### config.mk
export PLATFORM = sky130hd
export DESIGN_NAME = first_fit_partition_allocator
export DESIGN_NICKNAME = d
export VERILOG_FILES = /design/src/sv/ffpa_pkg.sv /design/src/sv/ffpa_cell.sv /design/src/sv/first_fit_partition_allocator.sv
export VERILOG_INCLUDE_DIRS = /design/src /design/src/sv
export SDC_FILE = /design/constraint.sdc
export NUM_CORES = 1
export LEC_CHECK = 0
export BUFFER_PORTS_ARGS = -buffer_cell sky130_fd_sc_hd__buf_2
export CAP_MARGIN = 0
export CORE_MARGIN = 2
export CORE_UTILIZATION = 60
export CTS_CLUSTER_DIAMETER = 80
export DETAILED_ROUTE_END_ITERATION = 10
export PLACE_DENSITY = 0.79
export SLEW_MARGIN = 20
export SYNTH_ARGS = -nofsm -noshare
export SYNTH_HDL_FRONTEND = slang
export SYNTH_SLANG_ARGS = --single-unit
### constraint.sdc
create_clock -name clk -period 4.55 [get_ports clk]
set_input_delay 0.2275 -clock clk [delete_from_list [all_inputs] [get_ports clk]]
set_output_delay 0.2275 -clock clk [all_outputs]
set_load 0.02 [all_outputs]
### src/sv/first_fit_partition_allocator_defines.svh
// Assertion macros shared by the allocator RTL.
`ifndef FIRST_FIT_PARTITION_ALLOCATOR_DEFINES_SVH
`define FIRST_FIT_PARTITION_ALLOCATOR_DEFINES_SVH

// Same-cycle implication, checked outside reset.
`define FFPA_ASSERT_IMP(lbl, ante, cons) \
  lbl: assert property (@(posedge clk) disable iff (!rst_n) (ante) |-> (cons)) \
    else $error("allocator check failed");

// Next-cycle implication, checked outside reset.
`define FFPA_ASSERT_NXT(lbl, ante, cons) \
  lbl: assert property (@(posedge clk) disable iff (!rst_n) (ante) |=> (cons)) \
    else $error("allocator check failed");

`endif

### src/sv/ffpa_pkg.sv
// Shared types and constants for the first-fit partition allocator.
package ffpa_pkg;

  localparam int MAX_PARTITIONS_DEF = 16;
  localparam int SIZE_BITS_DEF      = 16;

  localparam int IDX_PORT_W  = 4;
  localparam int SIZE_PORT_W = 16;
  localparam int REQ_W       = 16;
  localparam int CFG_W       = 5;

  typedef enum logic {
    OP_LOAD  = 1'b0,
    OP_ALLOC = 1'b1
  } op_t;

  // Control part of a request walking the cell chain.
  typedef struct packed {
    logic valid;
    op_t  op;
    logic hit;
  } tok_ctl_t;

endpackage

### src/sv/ffpa_cell.sv
// One partition cell: holds a size and free mark, serves the request passing by.
`include "first_fit_partition_allocator_defines.svh"

module ffpa_cell
  import ffpa_pkg::*;
#(
  parameter int CELL_ID   = 0,
  parameter int IDX_W     = 4,
  parameter int SIZE_BITS = SIZE_BITS_DEF
) (
  input  logic                  clk,
  input  logic                  rst_n,
  input  logic [CFG_W-1:0]      in_use_i,
  input  tok_ctl_t              ctl_i,
  input  logic [IDX_PORT_W-1:0] idx_i,
  input  logic [SIZE_BITS-1:0]  size_i,
  input  logic [IDX_W-1:0]      which_i,
  input  logic [REQ_W-1:0]      req_i,
  output tok_ctl_t              ctl_r,
  output logic [IDX_PORT_W-1:0] idx_r,
  output logic [SIZE_BITS-1:0]  size_r,
  output logic [IDX_W-1:0]      which_r,
  output logic [REQ_W-1:0]      req_r
);

  localparam logic [31:0] ID_L = CELL_ID;

  logic [SIZE_BITS-1:0] part_size_r;
  logic                 free_r;
  logic                 free_nxt;
  logic                 load_hit;
  logic                 active;
  logic                 fit;
  tok_ctl_t             ctl_nxt;
  logic [IDX_W-1:0]     which_nxt;

  always_comb begin
    load_hit  = ctl_i.valid && (ctl_i.op == OP_LOAD) && (32'(idx_i) == ID_L);
    active    = 32'(in_use_i) > ID_L;
    fit       = ctl_i.valid && (ctl_i.op == OP_ALLOC) && !ctl_i.hit && active &&
                free_r && (part_size_r >= size_i);
    ctl_nxt   = ctl_i;
    which_nxt = which_i;
    free_nxt  = free_r;
    if (load_hit) begin
      free_nxt = 1'b1;
    end else if (fit) begin
      free_nxt      = 1'b0;
      ctl_nxt.hit   = 1'b1;
      which_nxt     = IDX_W'(CELL_ID);
    end
  end

  always_ff @(posedge clk) begin
    if (!rst_n) begin
      free_r <= 1'b0;
      ctl_r  <= '0;
    end else begin
      free_r <= free_nxt;
      ctl_r  <= ctl_nxt;
    end
  end

  // Stored size and passing payload need no reset.
  always_ff @(posedge clk) begin
    if (load_hit) begin
      part_size_r <= size_i;
    end
    idx_r   <= idx_i;
    size_r  <= size_i;
    which_r <= which_nxt;
    req_r   <= req_i;
  end

  `FFPA_ASSERT_NXT(a_fit_takes, fit, !free_r && ctl_r.hit)
  `FFPA_ASSERT_NXT(a_load_frees, load_hit, free_r && (part_size_r == $past(size_i)))
  `FFPA_ASSERT_IMP(a_fit_needs_room, fit, ID_L < 32'(in_use_i))

endmodule

### src/sv/first_fit_partition_allocator.sv
// Top level of the first-fit partition allocator: config register, counter, cell chain.
//
// Usage:
//   Input requests are taken on an edge with start high and busy low. A load
//   (in_operation = 0) writes the size of partition in_partition_index and
//   marks it free; it gives no result. An allocate (in_operation = 1) searches
//   partitions 0 .. partitions_in_use-1 for the first free one that is large
//   enough, takes it, and returns one result.
//   Requests walk a chain of MAX_PARTITIONS cells, one cell per cycle, so a
//   new request can be taken every cycle and results leave in request order.
//   Latency is set by the chain: a request passes all MAX_PARTITIONS cell
//   registers before its result is taken. Throughput is one request per cycle.
//   Results appear for one cycle with out_valid high; the receiver cannot
//   stall, so every result must be taken as it appears.
//   The cfg channel writes partitions_in_use (cfg_ready is always high); write
//   it only while no request is in the chain.
//   Synchronous reset clears all free marks, the request counter and the
//   config register; busy is high in the cycle after reset.
`include "first_fit_partition_allocator_defines.svh"

module first_fit_partition_allocator
  import ffpa_pkg::*;
#(
  parameter int MAX_PARTITIONS = MAX_PARTITIONS_DEF,
  parameter int SIZE_BITS      = SIZE_BITS_DEF
) (
  input  logic                   clk,
  input  logic                   rst_n,
  input  logic                   start,
  output logic                   busy,
  input  logic                   in_operation,
  input  logic [IDX_PORT_W-1:0]  in_partition_index,
  input  logic [SIZE_PORT_W-1:0] in_size_value,
  output logic                   out_valid,
  output logic                   out_granted,
  output logic [IDX_PORT_W-1:0]  out_granted_partition,
  output logic [REQ_W-1:0]       out_request_number,
  input  logic                   cfg_valid,
  output logic                   cfg_ready,
  input  logic [CFG_W-1:0]       cfg_data
);

  localparam int IDX_W = (MAX_PARTITIONS > 1) ? $clog2(MAX_PARTITIONS) : 1;
  localparam int N     = MAX_PARTITIONS;

  logic [CFG_W-1:0]     in_use_r;
  logic [REQ_W-1:0]     req_cnt_r;
  logic [REQ_W-1:0]     req_cnt_nxt;
  logic                 busy_r;
  logic                 accept;

  tok_ctl_t             ctl   [N+1];
  logic [IDX_PORT_W-1:0] idx  [N+1];
  logic [SIZE_BITS-1:0] size  [N+1];
  logic [IDX_W-1:0]     which [N+1];
  logic [REQ_W-1:0]     req   [N+1];

  assign busy      = busy_r;
  assign cfg_ready = 1'b1;
  assign accept    = start && !busy_r;

  always_comb begin
    req_cnt_nxt = req_cnt_r;
    if (accept && (op_t'(in_operation) == OP_ALLOC)) begin
      req_cnt_nxt = req_cnt_r + 16'd1;
    end
  end

  always_ff @(posedge clk) begin
    if (!rst_n) begin
      in_use_r  <= '0;
      req_cnt_r <= '0;
      busy_r    <= 1'b1;
    end else begin
      busy_r    <= 1'b0;
      req_cnt_r <= req_cnt_nxt;
      if (cfg_valid && cfg_ready) begin
        in_use_r <= cfg_data;
      end
    end
  end

  // Chain head: the accepted request, numbered on entry.
  assign ctl[0]   = '{valid: accept, op: op_t'(in_operation), hit: 1'b0};
  assign idx[0]   = in_partition_index;
  assign size[0]  = SIZE_BITS'(in_size_value);
  assign which[0] = '0;
  assign req[0]   = req_cnt_r + 16'd1;

  for (genvar k = 0; k < N; k++) begin : g_cell
    ffpa_cell #(
      .CELL_ID  (k),
      .IDX_W    (IDX_W),
      .SIZE_BITS(SIZE_BITS)
    ) u_cell (
      .clk     (clk),
      .rst_n   (rst_n),
      .in_use_i(in_use_r),
      .ctl_i   (ctl[k]),
      .idx_i   (idx[k]),
      .size_i  (size[k]),
      .which_i (which[k]),
      .req_i   (req[k]),
      .ctl_r   (ctl[k+1]),
      .idx_r   (idx[k+1]),
      .size_r  (size[k+1]),
      .which_r (which[k+1]),
      .req_r   (req[k+1])
    );
  end

  assign out_valid             = ctl[N].valid && (ctl[N].op == OP_ALLOC);
  assign out_granted           = ctl[N].hit;
  assign out_granted_partition = IDX_PORT_W'(which[N]);
  assign out_request_number    = req[N];

  `FFPA_ASSERT_IMP(a_no_grant_zero, out_valid && !out_granted, which[N] == '0)
  `FFPA_ASSERT_IMP(a_grant_in_use, out_valid && out_granted,
                   32'(which[N]) < 32'(in_use_r))
  `FFPA_ASSERT_IMP(a_req_seq, out_valid && $past(out_valid),
                   out_request_number == $past(out_request_number) + 16'd1)

endmodule
==> out/metrics.yaml <==
timing:
  fin_crit_ns: 2.26
  fin_worst_skew_ns: 0.0275
  worst_pin_slew_ns: 0.917
  fmax_mhz: 443
  tns_ns: 0
  rsz0062_at_grt: "no"
  finalSetupViolCount: 0
  slew_headroom: 0.385
  min_period_over_period: 0.496
  maxSlewViolCount: 0
  final_hold_viol_count: 0
detailed_routing:
  ant_nets: 0
  viasPerCell: 5.30
  wl_per_cell_um: 16.5
  firstDrtPassIters: 5
  totalWireLength_mm: 52.7
  vias: 16900
  drc: 0
  drt-initial-drc-count: 862
worst_setup_path:
  cp-start-kind: "register"
  end_kind: "register"
  rrSetupSlack_ns: 2.29
  critPathKind: "reg -> reg"
  cp_max_fo: 17
  critPathArrivalTime_ns: 2.82
  cp.required_ns: 5.11
place:
  dp_hpwl_mm: 33.6
  gp_congestion: 0.778
  port_buffers: 52
floorplanning:
  core_sq_mm: 0.0503
  dieWidth_um: 230
  start_util: 0.608
  die_y_um: 230
  dieArea_sq_mm: 0.0528
  row_count: 82
  io_pins: 54
synthesis:
  netlist-cell-type-count: 68
  synthArstFlopShare: 0
  synth-main-ff-cell: "dfxtp_1"
  netlist_instances: 2282
  synth_fp_nets: 2569
  ys_seq_area_frac: 0.704
  ys_seq_elements: 947
  yosys_warnings: 0
  synth-edff-count: 256
  synth.cell_area_sq_mm: 0.0306
  syn-mean-instance-area_sq_um: 13.4
layout:
  num_antenna_cells: 0
  syn_to_final_growth_pct: 14.6
  fillers: 3152
  drive_gt1_frac: 0.0918
  utilization: 0.697
  nets: 2732
job:
  max_cap_viol_count: 0
clocking:
  numCtsBuffers: 84
  cts_tree: "done"
  clk_latency_ns: 0.63
  ctsResizeCount: 0
  path_clk_slew_ns: 0.06
  htree_levels: 3
  cts_setup_buffers: 0
  clock-sinks: 947
  hold_buffers: 30
  cts_buffer_depth: 3
  cts_root_buf: "clkbuf_16"
global_routing:
  grtUsageTotal: 0.203
  grt-ovfl-total: 0
  grt_antenna_before_repair: 0
  grt_pass1_wl_mm: 87.1
  grt_max_degree: 62
  grt_pass1_vias: 18200
hold_path:
  hp-class: "in -> reg"
power_and_ir_drop:
  ir_drop_v: 0.000373
  power_density_mw_per_mm2: 475
  p_leak_nw: 14.8
outcome:
  outcome: "complete, no violations"
## cell families after synthesis
kind of cell	after synthesis	share of synthesized area
AOI/OAI and AO/OA	341	0.0737
xor gates and xnor gates	26	0.00745
and+or+nand+nor	396	0.0698
muxes	5	0.00164
buffers and inverters	309	0.0381
adders and majority gates	257	0.105
DFF	947	0.704
other	1	0.000123
## state kept, by name, summed over array words and instances (netlist names)
| signal | flops |
|---|---|
| g_cell.u_cell.part_size_r | 256 |
| g_cell.u_cell.req_r | 256 |
| g_cell.u_cell.size_r | 240 |
| g_cell.u_cell.idx_r | 60 |
| g_cell.u_cell.which_r | 49 |
| g_cell.u_cell.ctl_r | 48 |
| g_cell.u_cell.free_r | 16 |
| req_cnt_r | 16 |
| in_use_r | 5 |
| busy | 1 |
## cell type report
class,count,area [sq um],area share
timing repair buffer,96,666,0.0190
multi-input combinational,1026,7970,0.227
inverter,290,1090,0.0311
clock buffer,124,2490,0.0712
sequential,947,21500,0.614
clock inverter,32,459,0.0131
tap,672,841,0.0240
## metrics by stage
step           instances  setup slack (ns)  power [W]  area [sq um]  hold slack [ns]
6_report            3187              2.29     0.0166         35000           0.0181
5_1_grt             3187              2.15     0.0172         35000         0.000428
4_1_cts             3187              2.29     0.0168         35000           0.0120
3_5_place_dp        3001              2.32    0.00948         31800            0.312
3_3_place_gp        3001              2.09    0.00943         31800            0.309
2_1_floorplan       2282              1.87    0.00932         30600            0.255
## per-layer routing
layer	global-route usage	wire [um]	vias up
met2	0.391	29000	354
met1	0.216	20200	8167
met5	0	0	-
li1	-	-	8250
met4	0.0808	1640	0
met3	0.0373	1830	129
## path summary, 6_finish.rpt
kind,startpoint,to,cells past startpoint
hold reg to reg,g_cell[0].u_cell.req_r[13],g_cell[1].u_cell.req_r[13],0
setup reg to reg,g_cell[3].u_cell.idx_r[1],g_cell[4].u_cell.free_r,5
setup / recovery,g_cell[3].u_cell.idx_r[1],g_cell[4].u_cell.free_r,5
hold / removal,cfg_valid,in_use_r[2],3
## critical path: stages, from the launching register on
cell and delay (ns):
dfxtp_1 0.31, or4b_1 0.60, nor3b_4 0.77, o21a_1 0.21, and3_1 0.17, a22o_1 0.13
## cell usage after synthesis (28+ instances only)
master | n | area share
dfxtp_1 | 691 | 0.45
inv_1 | 289 | 0.035
ha_1 | 257 | 0.11
edfxtp_1 | 256 | 0.25
a21oi_1 | 115 | 0.019
nor2_1 | 99 | 0.012
nand2_1 | 68 | 0.0083
o21ai_0 | 55 | 0.0090
and2_1 | 39 | 0.0080
a21o_1 | 34 | 0.0083
nand4_1 | 33 | 0.0068
nand3_1 | 28 | 0.0046
## where the power goes
part           internal, W  switching [W]
Clock              0.00426        0.00304
Combinational     0.000169       0.000225
Sequential         0.00881       0.000123
## layout by cell type, fill, tap and decap left out, drive strengths merged, types with 7 or more instances in the layout
cell	synthesis	layout
clkbuf	15	124
o21a	20	20
a31oi	15	15
and2	40	40
a21o	34	34
o21ai	58	58
buf	4	66
nor4	9	9
nand2b	24	24
a211oi	19	19
nand4b	10	10
xor2	19	19
inv	289	293
o2111ai	15	15
xnor2	7	7
a21oi	115	115
nor3	24	24
nand3	28	28
or3	12	12
dlygate4sd3	0	30
a41oi	13	13
edfxtp	256	256
ha	257	257
clkinv	1	21
nand4	33	33
bufinv	0	7
nor3b	18	18
nand2	68	68
dfxtp	691	691
o31ai	8	8
nor2	99	99
Note: power is estimated with default switching activity, not from simulation.
